--- src/lifeg_pkg.sv ---
// ----------------------------------------------------------------------------
// lifeg_pkg
// Shared types and constants for the Life generation stream block.
// ----------------------------------------------------------------------------
package lifeg_pkg;

    localparam int WIDTH_BITS  = 6;    // board_width register
    localparam int HEIGHT_BITS = 16;   // board_height register
    localparam int CELL_BITS   = 8;    // age field on the stream ports
    localparam int ROW_SLOTS   = 3;    // rows held in the line store
    localparam int SLOT_W      = 2;
    localparam int NBR_W       = 4;    // live neighbor count 0..8

    localparam logic [NBR_W-1:0] BIRTH_COUNT = 4'd3;
    localparam logic [NBR_W-1:0] STAY_COUNT  = 4'd2;

    localparam logic [WIDTH_BITS-1:0]  WIDTH_RESET  = 6'd32;
    localparam logic [HEIGHT_BITS-1:0] HEIGHT_RESET = 16'd32;

    // register select, paddr[2]
    localparam logic REG_BOARD_WIDTH  = 1'b0;
    localparam logic REG_BOARD_HEIGHT = 1'b1;

    typedef enum logic [1:0] {
        ST_STREAM,   // taking cells from the input
        ST_EARLY,    // extra result for first cell of last row
        ST_FLUSH,    // dead row below the board, one column a cycle unless stalled
        ST_FINAL     // last cell of the board
    } t_state;

    // per-item control carried from issue to the window stage
    typedef struct packed {
        logic col_zero;    // column 0: right side of window is off board
        logic top_ok;      // row above-above exists
        logic mid_ok;      // row above exists
        logic bot_ok;      // incoming row is on the board
        logic emit;        // item produces a result
        logic early;       // compute first cell of last row, no shift
        logic last_run;    // final result for the input item
        logic end_frame;   // result is the board's last cell
    } t_s1_ctl;

endpackage

--- src/lifeg_line_store.sv ---
// ----------------------------------------------------------------------------
// lifeg_line_store
// Three rotating row slots of cell ages; one write and two registered reads
// per cycle, all at the same column.
// ----------------------------------------------------------------------------
module lifeg_line_store
    import lifeg_pkg::*;
#(
    parameter int MAX_WIDTH = 63,
    parameter int AGE_BITS  = 8
) (
    input  logic                         i_clk,
    input  logic                         i_wr_en,
    input  logic [SLOT_W-1:0]            i_wr_slot,
    input  logic [$clog2(MAX_WIDTH)-1:0] i_col,
    input  logic [AGE_BITS-1:0]          i_wr_data,
    input  logic                         i_rd_en,
    input  logic [SLOT_W-1:0]            i_top_slot,
    input  logic [SLOT_W-1:0]            i_mid_slot,
    output logic [AGE_BITS-1:0]          o_top,
    output logic [AGE_BITS-1:0]          o_mid
);

    localparam int COL_W  = $clog2(MAX_WIDTH);
    localparam int DEPTH  = ROW_SLOTS * MAX_WIDTH;
    localparam int ADDR_W = $clog2(DEPTH);

    logic [AGE_BITS-1:0] r_mem [DEPTH];
    logic [AGE_BITS-1:0] r_top;
    logic [AGE_BITS-1:0] r_mid;

    logic [ADDR_W-1:0] w_wr_addr;
    logic [ADDR_W-1:0] w_top_addr;
    logic [ADDR_W-1:0] w_mid_addr;

    function automatic logic [ADDR_W-1:0] slot_addr(input logic [SLOT_W-1:0] slot,
                                                     input logic [COL_W-1:0]  col);
        return ADDR_W'(32'(slot) * 32'(MAX_WIDTH) + 32'(col));
    endfunction

    assign w_wr_addr  = slot_addr(i_wr_slot, i_col);
    assign w_top_addr = slot_addr(i_top_slot, i_col);
    assign w_mid_addr = slot_addr(i_mid_slot, i_col);

    always_ff @(posedge i_clk) begin
        if (i_wr_en) begin
            r_mem[w_wr_addr] <= i_wr_data;
        end
        if (i_rd_en) begin
            r_top <= r_mem[w_top_addr];
            r_mid <= r_mem[w_mid_addr];
        end
    end

    assign o_top = r_top;
    assign o_mid = r_mid;

endmodule

--- src/lifeg_window.sv ---
// ----------------------------------------------------------------------------
// lifeg_window
// Two-column window registers plus the incoming column form the 3x3
// neighborhood; counts live neighbors and applies the aging rule.
// ----------------------------------------------------------------------------
module lifeg_window
    import lifeg_pkg::*;
#(
    parameter int AGE_BITS = 8
) (
    input  logic                i_clk,
    input  logic                i_shift,
    input  t_s1_ctl             i_ctl,
    input  logic [AGE_BITS-1:0] i_top,
    input  logic [AGE_BITS-1:0] i_mid,
    input  logic [AGE_BITS-1:0] i_bot,
    output logic [AGE_BITS-1:0] o_next_age,
    output logic                o_sat
);

    // left and middle columns: top, mid, bottom rows
    logic [AGE_BITS-1:0] r_lt, r_lm, r_lb;
    logic [AGE_BITS-1:0] r_mt, r_mm, r_mb;

    logic [AGE_BITS-1:0] w_in_t, w_in_m, w_in_b;
    logic [AGE_BITS-1:0] w_rt, w_rm, w_rb;
    logic [AGE_BITS-1:0] w_center;
    logic [7:0]          w_nbr;
    logic [NBR_W-1:0]    w_count;

    assign w_in_t = i_ctl.top_ok ? i_top : '0;
    assign w_in_m = i_ctl.mid_ok ? i_mid : '0;
    assign w_in_b = i_ctl.bot_ok ? i_bot : '0;

    // at column 0 the cell being finished is the row's last one
    assign w_rt = i_ctl.col_zero ? '0 : w_in_t;
    assign w_rm = i_ctl.col_zero ? '0 : w_in_m;
    assign w_rb = i_ctl.col_zero ? '0 : w_in_b;

    always_ff @(posedge i_clk) begin
        if (i_shift) begin
            if (i_ctl.col_zero) begin
                r_lt <= '0;
                r_lm <= '0;
                r_lb <= '0;
            end else begin
                r_lt <= r_mt;
                r_lm <= r_mm;
                r_lb <= r_mb;
            end
            r_mt <= w_in_t;
            r_mm <= w_in_m;
            r_mb <= w_in_b;
        end
    end

    always_comb begin
        if (i_ctl.early) begin
            // first cell of the last row sits at bottom of left column
            w_center = r_lb;
            w_nbr    = {|r_lm, |r_mm, |r_mb, 5'b0};
        end else begin
            w_center = r_mm;
            w_nbr    = {|r_lt, |r_lm, |r_lb, |r_mt, |r_mb, |w_rt, |w_rm, |w_rb};
        end
    end

    always_comb begin
        w_count = '0;
        for (int i = 0; i < 8; i++) begin
            w_count = w_count + NBR_W'(w_nbr[i]);
        end
    end

    always_comb begin
        o_next_age = '0;
        o_sat      = 1'b0;
        if (w_center == '0) begin
            if (w_count == BIRTH_COUNT) begin
                o_next_age = AGE_BITS'(1);
            end
        end else if (w_count == STAY_COUNT || w_count == BIRTH_COUNT) begin
            if (&w_center) begin
                o_next_age = w_center;
                o_sat      = 1'b1;
            end else begin
                o_next_age = w_center + AGE_BITS'(1);
            end
        end
    end

endmodule

--- src/life_automaton_generation_step.sv ---
// ----------------------------------------------------------------------------
// life_automaton_generation_step
// One generation of Life with cell ages over a raster stream of cells.
// ----------------------------------------------------------------------------
// Usage:
//   Cell ages enter on the s_axis channel in raster order, one item per
//   cycle while ready is high. Results leave on m_axis in raster order,
//   each one row plus one cell behind the input; tlast marks the final
//   result of an input item, tuser[1] marks the board's last cell.
//   Path: the input that completes a neighborhood goes through the line
//   store read (window stage), then the result register, before leaving.
//   Throughput: one cell per cycle while the output is not held. Per frame
//   the input pauses for an extra result after the second cell of the last
//   row (boards of 2+ rows and 3+ columns), and after the last cell while
//   the row below the board is swept from the line store.
//   Board size is set over APB (width at 0x0, height at 0x4); write it only while idle,
//   which the block itself does not enforce. A write restarts the frame position.
//   Reset: 32x32 board, frame position zero; line store contents are not
//   cleared and need none, every read is of a row written this frame.
//   Stall: a held output register backs up the window stage; input ready
//   drops once that stage is full.
// ----------------------------------------------------------------------------
module life_automaton_generation_step
    import lifeg_pkg::*;
#(
    parameter int MAX_WIDTH = 63,
    parameter int AGE_BITS  = 8
) (
    input  logic                 i_clk,
    input  logic                 i_rst_n,
    input  logic                 s_axis_tvalid,
    output logic                 s_axis_tready,
    input  logic [CELL_BITS-1:0] s_axis_tdata,   // [7:0] cell_age
    output logic                 m_axis_tvalid,
    input  logic                 m_axis_tready,
    output logic [CELL_BITS-1:0] m_axis_tdata,   // [7:0] next_age
    output logic                 m_axis_tlast,   // last_of_run
    output logic [1:0]           m_axis_tuser,   // [0] age_saturated, [1] end_of_frame
    input  logic                 psel,
    input  logic                 penable,
    input  logic                 pwrite,
    input  logic [2:0]           paddr,
    input  logic [31:0]          pwdata,
    output logic [31:0]          prdata,
    output logic                 pready
);

    localparam int COL_W = $clog2(MAX_WIDTH);
    localparam int UW    = $clog2(MAX_WIDTH + 1);
    localparam logic [SLOT_W-1:0] SLOT_LAST = SLOT_W'(ROW_SLOTS - 1);

    // configuration
    logic [WIDTH_BITS-1:0]  r_board_width;
    logic [HEIGHT_BITS-1:0] r_board_height;
    logic                   w_cfg_wr;

    logic [UW-1:0]          w_used_w;
    logic [COL_W-1:0]       w_last_col;
    logic [HEIGHT_BITS-1:0] w_used_h;
    logic [HEIGHT_BITS-1:0] w_last_row;
    logic                   w_early_ok;
    logic                   w_tall;

    // sequencer
    t_state                 r_state, n_state;
    logic [COL_W-1:0]       r_col, n_col;
    logic [HEIGHT_BITS-1:0] r_row, n_row;
    logic [SLOT_W-1:0]      r_slot, n_slot;
    logic                   w_issue;
    logic                   w_accept;
    logic                   w_is_last;
    logic                   w_early_next;
    t_s1_ctl                w_a_ctl;

    // window stage
    logic                   r_s1_valid;
    t_s1_ctl                r_s1_ctl;
    logic [AGE_BITS-1:0]    r_s1_age;
    logic                   w_s1_free;
    logic                   w_s1_move;
    logic [AGE_BITS-1:0]    w_q_top;
    logic [AGE_BITS-1:0]    w_q_mid;
    logic [AGE_BITS-1:0]    w_next_age;
    logic                   w_sat;

    // output register
    logic                   r_o_valid;
    logic [CELL_BITS-1:0]   r_o_age;
    logic                   r_o_sat;
    logic                   r_o_last;
    logic                   r_o_end;
    logic                   w_out_free;

    function automatic logic [SLOT_W-1:0] slot_inc(input logic [SLOT_W-1:0] s);
        return (s == SLOT_LAST) ? '0 : s + SLOT_W'(1);
    endfunction

    function automatic logic [SLOT_W-1:0] slot_dec(input logic [SLOT_W-1:0] s);
        return (s == '0) ? SLOT_LAST : s - SLOT_W'(1);
    endfunction

    // ---------------- configuration port ----------------
    assign pready   = 1'b1;
    assign w_cfg_wr = psel && penable && pwrite && pready;

    always_ff @(posedge i_clk) begin
        if (!i_rst_n) begin
            r_board_width  <= WIDTH_RESET;
            r_board_height <= HEIGHT_RESET;
        end else if (w_cfg_wr) begin
            unique case (paddr[2])
                REG_BOARD_WIDTH:  r_board_width  <= pwdata[WIDTH_BITS-1:0];
                REG_BOARD_HEIGHT: r_board_height <= pwdata[HEIGHT_BITS-1:0];
            endcase
        end
    end

    always_comb begin
        unique case (paddr[2])
            REG_BOARD_WIDTH:  prdata = 32'(r_board_width);
            REG_BOARD_HEIGHT: prdata = 32'(r_board_height);
        endcase
    end

    always_comb begin
        if (r_board_width == '0) begin
            w_used_w = UW'(1);
        end else if (32'(r_board_width) > 32'(MAX_WIDTH)) begin
            w_used_w = UW'(MAX_WIDTH);
        end else begin
            w_used_w = UW'(r_board_width);
        end
    end

    assign w_last_col = COL_W'(w_used_w - UW'(1));
    assign w_used_h   = (r_board_height == '0) ? HEIGHT_BITS'(1) : r_board_height;
    assign w_last_row = w_used_h - HEIGHT_BITS'(1);
    assign w_tall     = w_used_h >= HEIGHT_BITS'(2);
    assign w_early_ok = w_tall && (w_used_w >= UW'(3));

    // ---------------- issue / sequencer ----------------
    assign w_out_free = !r_o_valid || m_axis_tready;
    assign w_s1_move  = r_s1_valid && (!r_s1_ctl.emit || w_out_free);
    assign w_s1_free  = !r_s1_valid || w_s1_move;

    assign s_axis_tready = (r_state == ST_STREAM) && w_s1_free;
    assign w_accept      = s_axis_tvalid && s_axis_tready;

    assign w_is_last    = (r_row == w_last_row) && (r_col == w_last_col);
    assign w_early_next = w_early_ok && (r_row == w_last_row) && (r_col == COL_W'(1));

    always_ff @(posedge i_clk) begin
        if (!i_rst_n) begin
            r_state <= ST_STREAM;
            r_col   <= '0;
            r_row   <= '0;
            r_slot  <= '0;
        end else begin
            r_state <= n_state;
            r_col   <= n_col;
            r_row   <= n_row;
            r_slot  <= n_slot;
        end
    end

    always_comb begin
        n_state = r_state;
        n_col   = r_col;
        n_row   = r_row;
        n_slot  = r_slot;
        w_issue = 1'b0;
        w_a_ctl = '0;
        unique case (r_state)
            ST_STREAM: begin
                w_issue          = w_accept;
                w_a_ctl.col_zero = (r_col == '0);
                w_a_ctl.top_ok   = r_row >= HEIGHT_BITS'(2);
                w_a_ctl.mid_ok   = (r_row != '0);
                w_a_ctl.bot_ok   = 1'b1;
                w_a_ctl.emit     = (r_row >= HEIGHT_BITS'(2)) ||
                                   ((r_row == HEIGHT_BITS'(1)) && (r_col != '0));
                w_a_ctl.last_run = w_a_ctl.emit && !w_is_last && !w_early_next;
                if (w_accept) begin
                    if (w_is_last) begin
                        n_state = ST_FLUSH;
                        n_col   = '0;
                        n_row   = '0;
                        n_slot  = slot_inc(r_slot);
                    end else if (r_col == w_last_col) begin
                        n_col  = '0;
                        n_row  = r_row + HEIGHT_BITS'(1);
                        n_slot = slot_inc(r_slot);
                    end else begin
                        n_col = r_col + COL_W'(1);
                        if (w_early_next) begin
                            n_state = ST_EARLY;
                        end
                    end
                end
            end
            ST_EARLY: begin
                w_issue          = w_s1_free;
                w_a_ctl.emit     = 1'b1;
                w_a_ctl.early    = 1'b1;
                w_a_ctl.last_run = 1'b1;
                if (w_s1_free) begin
                    n_state = ST_STREAM;
                end
            end
            ST_FLUSH: begin
                // dead row below the board; the early cell is not repeated
                w_issue          = w_s1_free;
                w_a_ctl.col_zero = (r_col == '0);
                w_a_ctl.top_ok   = w_tall;
                w_a_ctl.mid_ok   = 1'b1;
                w_a_ctl.emit     = (w_tall || (r_col != '0)) &&
                                   !(w_early_ok && (r_col == COL_W'(1)));
                if (w_s1_free) begin
                    if (r_col == w_last_col) begin
                        n_state = ST_FINAL;
                        n_col   = '0;
                    end else begin
                        n_col = r_col + COL_W'(1);
                    end
                end
            end
            ST_FINAL: begin
                w_issue           = w_s1_free;
                w_a_ctl.col_zero  = 1'b1;
                w_a_ctl.emit      = 1'b1;
                w_a_ctl.last_run  = 1'b1;
                w_a_ctl.end_frame = 1'b1;
                if (w_s1_free) begin
                    n_state = ST_STREAM;
                end
            end
            default: begin
                n_state = ST_STREAM;
            end
        endcase
        if (w_cfg_wr) begin
            n_col = '0;
            n_row = '0;
        end
    end

    lifeg_line_store #(
        .MAX_WIDTH (MAX_WIDTH),
        .AGE_BITS  (AGE_BITS)
    ) u_line_store (
        .i_clk      (i_clk),
        .i_wr_en    (w_accept),
        .i_wr_slot  (r_slot),
        .i_col      (r_col),
        .i_wr_data  (AGE_BITS'(s_axis_tdata)),
        .i_rd_en    (w_issue),
        .i_top_slot (slot_inc(r_slot)),
        .i_mid_slot (slot_dec(r_slot)),
        .o_top      (w_q_top),
        .o_mid      (w_q_mid)
    );

    // ---------------- window stage ----------------
    always_ff @(posedge i_clk) begin
        if (!i_rst_n) begin
            r_s1_valid <= 1'b0;
        end else if (w_s1_free) begin
            r_s1_valid <= w_issue;
        end
    end

    always_ff @(posedge i_clk) begin
        if (w_s1_free && w_issue) begin
            r_s1_ctl <= w_a_ctl;
            r_s1_age <= AGE_BITS'(s_axis_tdata);
        end
    end

    lifeg_window #(
        .AGE_BITS (AGE_BITS)
    ) u_window (
        .i_clk      (i_clk),
        .i_shift    (w_s1_move && !r_s1_ctl.early),
        .i_ctl      (r_s1_ctl),
        .i_top      (w_q_top),
        .i_mid      (w_q_mid),
        .i_bot      (r_s1_age),
        .o_next_age (w_next_age),
        .o_sat      (w_sat)
    );

    // ---------------- output register ----------------
    always_ff @(posedge i_clk) begin
        if (!i_rst_n) begin
            r_o_valid <= 1'b0;
        end else if (w_out_free) begin
            r_o_valid <= r_s1_valid && r_s1_ctl.emit;
        end
    end

    always_ff @(posedge i_clk) begin
        if (w_out_free && r_s1_valid && r_s1_ctl.emit) begin
            r_o_age  <= CELL_BITS'(w_next_age);
            r_o_sat  <= w_sat;
            r_o_last <= r_s1_ctl.last_run;
            r_o_end  <= r_s1_ctl.end_frame;
        end
    end

    assign m_axis_tvalid = r_o_valid;
    assign m_axis_tdata  = r_o_age;
    assign m_axis_tlast  = r_o_last;
    assign m_axis_tuser  = {r_o_end, r_o_sat};

    // ---------------- assertions ----------------
    a_end_is_last: assert property (@(posedge i_clk) disable iff (!i_rst_n)
        m_axis_tvalid && m_axis_tuser[1] |-> m_axis_tlast)
        else $error("end of frame result without tlast");

    a_flush_after_last: assert property (@(posedge i_clk) disable iff (!i_rst_n)
        w_accept && w_is_last && !w_cfg_wr |=> r_state == ST_FLUSH)
        else $error("last cell did not start the flush");

    a_col_in_board: assert property (@(posedge i_clk) disable iff (!i_rst_n)
        UW'(r_col) < w_used_w)
        else $error("column position beyond board width");

    a_slot_range: assert property (@(posedge i_clk) disable iff (!i_rst_n)
        r_slot <= SLOT_LAST)
        else $error("line store slot out of range");

endmodule

--- config.mk ---
export PLATFORM = sky130hd
export DESIGN_NAME = life_automaton_generation_step
export DESIGN_NICKNAME = d
export VERILOG_FILES = /design/src/lifeg_pkg.sv /design/src/lifeg_line_store.sv /design/src/lifeg_window.sv /design/src/life_automaton_generation_step.sv
export SDC_FILE = /design/constraint.sdc
export NUM_CORES = 2
export LEC_CHECK = 0
export BUFFER_PORTS_ARGS = -buffer_cell sky130_fd_sc_hd__buf_2
export CORE_ASPECT_RATIO = 0.75
export CORE_MARGIN = 4
export CORE_UTILIZATION = 55
export DETAILED_ROUTE_END_ITERATION = 10
export PLACE_DENSITY = 0.73
export SETUP_SLACK_MARGIN = 0.5
export SLEW_MARGIN = 0
export SYNTH_ARGS = -nofsm -noshare
export SYNTH_HDL_FRONTEND = slang
export SYNTH_HIERARCHICAL = 1
export SYNTH_SLANG_ARGS = --single-unit
--- constraint.sdc ---
create_clock -name i_clk -period 5.35 [get_ports i_clk]
set_clock_uncertainty 0.1 [all_clocks]
set_input_delay 0.2675 -clock i_clk [delete_from_list [all_inputs] [get_ports i_clk]]
set_output_delay 0.2675 -clock i_clk [all_outputs]
set_load 0.005 [all_outputs]
Word level (Yosys, flattened, before mapping)
Memories as Yosys holds them, arrays and structs flattened. A register that Yosys moved wholly into a read port is not among the register bits.
Cells that the tools add are included.
{"block": "totals", "inputBits": 50, "out_inout_bits": 46, "n_memories": 1, "register_bits": 125, "wordCells": 177, "ram_bits": 1512}
{"name": "u_line_store.r_mem", "words": 189, "word_bits": 8, "read_ports": 2, "rd_clocked_by_memory_dff": 2, "write_ports": 1, "line_no": "lifeg_line_store.sv:28", "text": "logic [AGE_BITS-1:0] r_mem [DEPTH];"}
{"block": "op_classes", "n_mux": 45, "n_reduce_logical": 62, "n_mul": 3, "eq_ne": 16, "order_cmp": 3, "n_addsub": 17, "bitwise": 3}
{"cell": "$mux 8", "n": 11}
{"cell": "$reduce_or 8->1", "n": 9}
{"cell": "$pmux 32 s2", "n": 1}
{"cell": "$mux 16", "n": 3}
{"cell": "$ge 16x2->1 const B", "n": 2}
{"cell": "$mux 6", "n": 5}
{"cell": "$add 4x1->4", "n": 6}
{"cell": "$add 8x6->8", "n": 3}
{"cell": "$mul 2x6->8 const B", "n": 3}
{"cell": "$mux 2", "n": 11}
{"cell": "$logic_and 1x1->1", "n": 19}
{"cell": "$add 16x1->16 const B", "n": 1}
{"cell": "$eq 16x1->1 const B", "n": 1}
{"cell": "$eq 16x16->1", "n": 1}
{"cell": "$logic_not 16->1", "n": 1}
{"cell": "$reduce_bool 16->1", "n": 1}
{"cell": "$sub 16x1->16 const B", "n": 1}
{"cell": "$logic_not 6->1", "n": 2}
{"cell": "$pmux 6 s2", "n": 1}
{"cell": "$add 8x1->8 const B", "n": 1}
{"cell": "$eq 4x2->1 const B", "n": 2}
{"cell": "$logic_not 8->1", "n": 1}
{"cell": "$reduce_and 8->1", "n": 1}
{"cell": "$reduce_or 2->1", "n": 4}
{"cell": "28 further kinds", "n": 58}

Depth between registers and ports, before layout
{"block": "depth", "word_depth": 15, "ltp_mapped": 19, "ltp_nobuf": 16}

Hierarchy
Netlist, hierarchy kept.
{"mod": "lifeg_line_store", "instances": 1, "area_each_um2": 72801.1, "cells_per_inst": 3706}
{"mod": "life_automaton_generation_step", "instances": 1, "area_each_um2": 4550.6, "cells_per_inst": 512}
{"mod": "lifeg_window", "instances": 1, "area_each_um2": 2568.7, "cells_per_inst": 200}

Worst setup path before layout
Ideal clock, no wire load.
{"block": "synth_path", "path_kind": "reg-to-reg", "from": "reg r_slot[0]", "to": "reg u_line_store.r_mid[2], in the netlist u_line_store/o_mid[2] (read register of u_line_store.r_mem), data pin", "slack_ps": 570, "arrival_time_ps": 4407, "stages_incl_launch_ff": 17, "cell_sequence": "dfxtp_1 > inv_1 > ha_1 > inv_1 > inv_1 > fa_1 > inv_1 > ha_1 > inv_1 > fa_1 > buf_2 > buf_2 > clkbuf_1 > mux4_2 > mux4_2 > a2111oi_0 > nor4_1"}
{"block": "synth_via", "elab_chain_len": 4}
{"item": "from (decl)", "line_no": "life_automaton_generation_step.sv:68", "text": "logic [SLOT_W-1:0] r_slot, n_slot;"}
{"item": "from (signal assigned)", "line_no": "life_automaton_generation_step.sv:162", "text": "r_slot <= n_slot;"}
{"item": "$sub 2x1->2 / $logic_not 2->1 (equally long branches)", "line_no": "life_automaton_generation_step.sv:99", "text": "return (s == '0) ? SLOT_LAST : s - SLOT_W'(1);"}
{"item": "$mux 2 (*)", "line_no": "life_automaton_generation_step.sv:99"}
{"item": "$mul 2x6->8 (*)", "line_no": "lifeg_line_store.sv:38", "text": "return ADDR_W'(32'(slot) * 32'(MAX_WIDTH) + 32'(col));"}
{"item": "$add 8x6->8 (*)", "line_no": "lifeg_line_store.sv:38"}
{"item": "to (decl)", "line_no": "lifeg_line_store.sv:30", "text": "logic [AGE_BITS-1:0] r_mid;"}
Every way passes the cells marked *; elsewhere a longest branch is shown, timed or not.
A chain may end at the register's enable or synchronous reset.

Final worst setup path
{"block": "layout_path", "from": "reg r_slot[0]", "to": "reg u_line_store.r_top[7], in the netlist u_line_store/o_top[7] (read register of u_line_store.r_mem), data pin"}
{"block": "layout_via", "elab_chain_len": 4}
{"item": "$add 2x1->2 / $eq 2x2->1 (equally long branches)", "line_no": "life_automaton_generation_step.sv:95", "text": "return (s == SLOT_LAST) ? '0 : s + SLOT_W'(1);"}
{"item": "$mux 2 (*)", "line_no": "life_automaton_generation_step.sv:95"}
{"item": "$mul 2x6->8 (*)", "line_no": "lifeg_line_store.sv:38"}
{"item": "$add 8x6->8 (*)", "line_no": "lifeg_line_store.sv:38"}
{"item": "to (decl)", "line_no": "lifeg_line_store.sv:29", "text": "logic [AGE_BITS-1:0] r_top;"}
Marks and branches as above.

==> out/summary.log <==
qor: die.fp.dieW 448 µm
qor: timing.max_slew.worst_pin.slew 1260 ps
qor: detailed_routing.drt_pass_1_iters 8
qor: status.outcome finished clean
qor: worst_setup_path.worst-path-max-fanout 8
qor: grt.grt_first_pass_wirelength 352,000 µm
qor: die.vertical_die_dimension 338 µm
qor: flow_run.drv_cap 0
qor: grt.grt.total_usage 32.9%
qor: finish.layout_commonest_cell edfxtp_1
qor: die.floorplan.die_area 152,000 µm²
qor: worst_setup_path.worstReg2RegStart r_slot[0]$_SDFFE_PN0P_
qor: finish.mostFrequentLayoutCells edfxtp_1, mux4_2, buf_4
qor: synth.post_synth_instance_area 79,900 µm²
qor: finish.final_net_count 4,890
qor: worst_setup_path.worst-setup-path-type flip-flop to flip-flop
qor: placement.dpl_cell_area 84,400 µm²
qor: hold_path.worst_hold_path_cells 1
qor: worst_setup_path.rr_worst_depth 14
qor: die.top_level_ports 96
qor: clock_tree.numCtsBuffers 157
qor: clock_tree.cts.root.buffer_cell clkbuf_16
qor: synth.seq_area_frac_synth 61.5%
qor: die.design.core.area 144,000 µm²
qor: placement.numPortBuffers 60
qor: worst_setup_path.worst-endpoint-required 5920 ps
qor: synth.post_synth.cell_area_avg 18.1 µm²
qor: synth.ys_ff_latch 1,653
qor: placement.numPlacedInstances 6,434
qor: die.rows 120
qor: synth.yosys_warnings 6
qor: detailed_routing.drc_errors 0
qor: worst_setup_path.critical_path.cell_chain buf_6 -> ha_1 -> buf_6 -> fa_1 -> ha_1 -> o21a_1 -> and2_1 -> buf_4 -> a211oi_2 -> buf_4 -> nor2_1 -> nand2_1 -> nor3_1 -> or4_1
qor: timing.setup_viol_count_final 0
qor: finish.post-route-cell-area 90,800 µm²
qor: grt.grt_pass1_vias 47.4k
qor: finish.area_growth 13.7%
qor: placement.detailedPlace.worstSlack 77.1 ps
qor: worst_setup_path.timing.critical_path.slowest_stage_cell nor2_1
qor: synth.netlist-cell-type-count 99
qor: finish.multiInputGateArea 29,300 µm²
qor: synth.syn-instance-count 4,418
qor: clock_tree.worstSkewPairLatency 800 ps
qor: power.peakVddDrop 335 µV
qor: synth.ys_async_sr_fraction 0%
qor: worst_setup_path.setup.reg_to_reg.worst_slack 390 ps
qor: detailed_routing.drt-wirelength-per-cell 37.0 µm
qor: power.total_leakage_power 29.3 nW
qor: worst_setup_path.critical-path-top-delay-family simple AND/OR/NAND/NOR gates
qor: hold_path.min-delay-start s_axis_tdata[7]
qor: timing.fmaxAchievable 202 MHz
qor: finish.fillers 9,785
qor: hold_path.hold_path_end u_line_store/r_mem[166][7]$_DFFE_PP_
qor: clock_tree.clk_transition_reported_paths 70 ps
qor: power.power_per_cell_area 329 nW/µm²
qor: timing.final.period_utilization 92.6%
qor: worst_setup_path.crit_path_start_kind flip-flop
qor: timing.finalCriticalPeriod 4960 ps
qor: finish.regArea 49,100 µm²
qor: detailed_routing.routed_via_density 7.31
qor: synth.synth_enable_flop_cells 1,603
qor: timing.worst_hold_slack 41.2 ps
qor: timing.report.final.hold_viol_count 0
qor: hold_path.holdCritPathClass primary input to flip-flop
qor: detailed_routing.route.antenna.remaining_nets 0
qor: finish.final-instance-count-excl-fill 6,805
qor: grt.grt_remaining_overflow 0
qor: die.initial_core_util 55.7%
qor: timing.timing.slew.headroom 15.9%
qor: worst_setup_path.crit-reg2reg-capture u_line_store/o_top[7]$_DFFE_PP_
qor: synth.synthFlopType edfxtp_1
qor: clock_tree.cts.htree.levels 4
qor: worst_setup_path.crit_path_max_incr_delay 660 ps
qor: grt.maximum_number_of_pins_on_one_net_before_global_route_repair 190
qor: worst_setup_path.arrival_time_reported_for_the_critical_path_endpoint 5520 ps
qor: finish.layout.core_utilization 63.3%
qor: clock_tree.cts.sinks 1,653
qor: grt.initial_antenna_violation_count 22
qor: clock_tree.tritoncts done
qor: worst_setup_path.critical_path.n_buffers_inverters 4
qor: timing.final-max-slew-violation-count 0
qor: worst_setup_path.setup.worst_path.end_class flip-flop
qor: placement.gp_congestion 1.05
qor: timing.timing.final.ws_setup 393 ps
qor: detailed_routing.via_count 49.8k
qor: placement.dpl.hpwl 167,000 µm
qor: clock_tree.clock_path_buffers 3
qor: detailed_routing.drt-total-wl 252,000 µm
qor: finish.fraction_of_layout_cells_with_a_size_suffix_above_1 34.3%
qor: timing.rsz_0062_raised_after_global_routing true
qor: detailed_routing.drt_iter0_markers 8,035
-- synth_stat cells, types with 24 or more instances --
cell	n	area [µm²]
a211oi_1	33	248
a21oi_1	72	360
and2_1	50	313
buf_2	86	430
buf_4	92	691
buf_6	24	270
clkbuf_1	115	432
dfxtp_1	50	1000
edfxtp_1	1603	48100
ha_1	39	488
inv_1	42	158
mux2i_1	115	1150
mux4_2	840	18900
nand2_1	288	1080
nand3_1	68	340
nand4_1	44	275
nor2_1	282	1060
nor2b_1	37	231
nor3_1	65	325
nor4_1	42	263
o22ai_1	24	150
xnor2_1	35	307
-- flip-flops by register name, summed over array words and instances, names as in the netlist, 2 cells and up --
name and cells:
m_axis_tdata 8, r_board_height 16, r_board_width 6, r_col 6
r_row 16, r_s1_age 8, r_s1_ctl 8, r_slot 2
r_state 2, u_line_store/o_mid 8, u_line_store/o_top 8, u_line_store/r_mem 1512
u_window/r_lb 8, u_window/r_lm 8, u_window/r_lt 8, u_window/r_mb 8
u_window/r_mm 8, u_window/r_mt 8
-- routing by layer --
| metal | part of all wire (%) | wire length (µm) | up-vias | global-route usage (%) |
|---|---|---|---|---|
| met2 | 42 | 107000 | 4180 | 45.1 |
| met4 | 4.2 | 10500 | 18 | 11.6 |
| met3 | 17 | 43000 | 636 | 15.3 |
| li1 | - | - | 19200 | - |
| met1 | 36 | 90900 | 25700 | 46.7 |
| met5 | 0.14 | 360 | - | 0.190 |
-- final cells by class --
cell class	count	share of cell area, %
inverters	46	0.193
diodes	15	0.0413
clock buffers	192	4.53
clock inverters	87	1.02
multi-input cells	2396	32.3
flip-flops and latches	1653	54.1
well taps	1891	2.60
repair buffers	525	5.23
-- kinds of logic (layout without fill, tap and decap cells) --
family	after synthesis	in the layout	share of synthesized area (%)
other	2	32	0.00940
and+or+nand+nor	984	985	5.96
DFF	1653	1653	61.5
AOI/OAI and AO/OA	309	309	2.74
buffers and inverters	385	850	2.63
adders and majority gates	61	61	1.16
muxes	971	971	25.4
xor gates and xnor gates	53	53	0.581
-- report_power, final --
| group | switching (W) | internal [W] |
|---|---|---|
| registers | 0.0000702 | 0.0143 |
| logic | 0.00258 | 0.00172 |
| clock network | 0.00486 | 0.00634 |
-- through the flow --
stage | total power (W) | setup TNS, ps
floorplan | 0.0169 | 0
global placement | 0.0185 | -538
detailed placement | 0.0185 | 0
CTS | 0.0297 | 0
global route | 0.0306 | 0
finish | 0.0298 | 0
-- timing repair --
| action | CTS | global route |
|---|---|---|
| setup buffers | 10 | 30 |
| endpoints found under the setup margin | 16 | 66 |
| endpoints found under the hold margin | 157 | 3 |
| pin swaps | 7 | 20 |
| gates cloned | 4 | 6 |
| gates resized for setup | 41 | 72 |
| hold buffers | 26 | 1 |
-- worst max-delay path by stage --
stage	from	to	slack (ps)	cells past startpoint
final	r_slot[0]$_SDFFE_PN0P_	u_line_store/o_top[7]$_DFFE_PP_	390	14
after global routing	r_col[2]$_SDFFE_PP0P_	u_line_store/r_mem[172][1]$_DFFE_PP_	390	11
after CTS	r_slot[1]$_SDFFE_PN0P_	u_line_store/o_mid[7]$_DFFE_PP_	480	14
after detailed placement	r_slot[0]$_SDFFE_PN0P_	u_line_store/o_mid[4]$_DFFE_PP_	80	16
after global placement	r_slot[0]$_SDFFE_PN0P_	u_line_store/o_top[5]$_DFFE_PP_	-540	15
after floorplan	r_slot[0]$_SDFFE_PN0P_	u_line_store/o_mid[2]$_DFFE_PP_	570	16
Power figures use the tool's default switching activity.
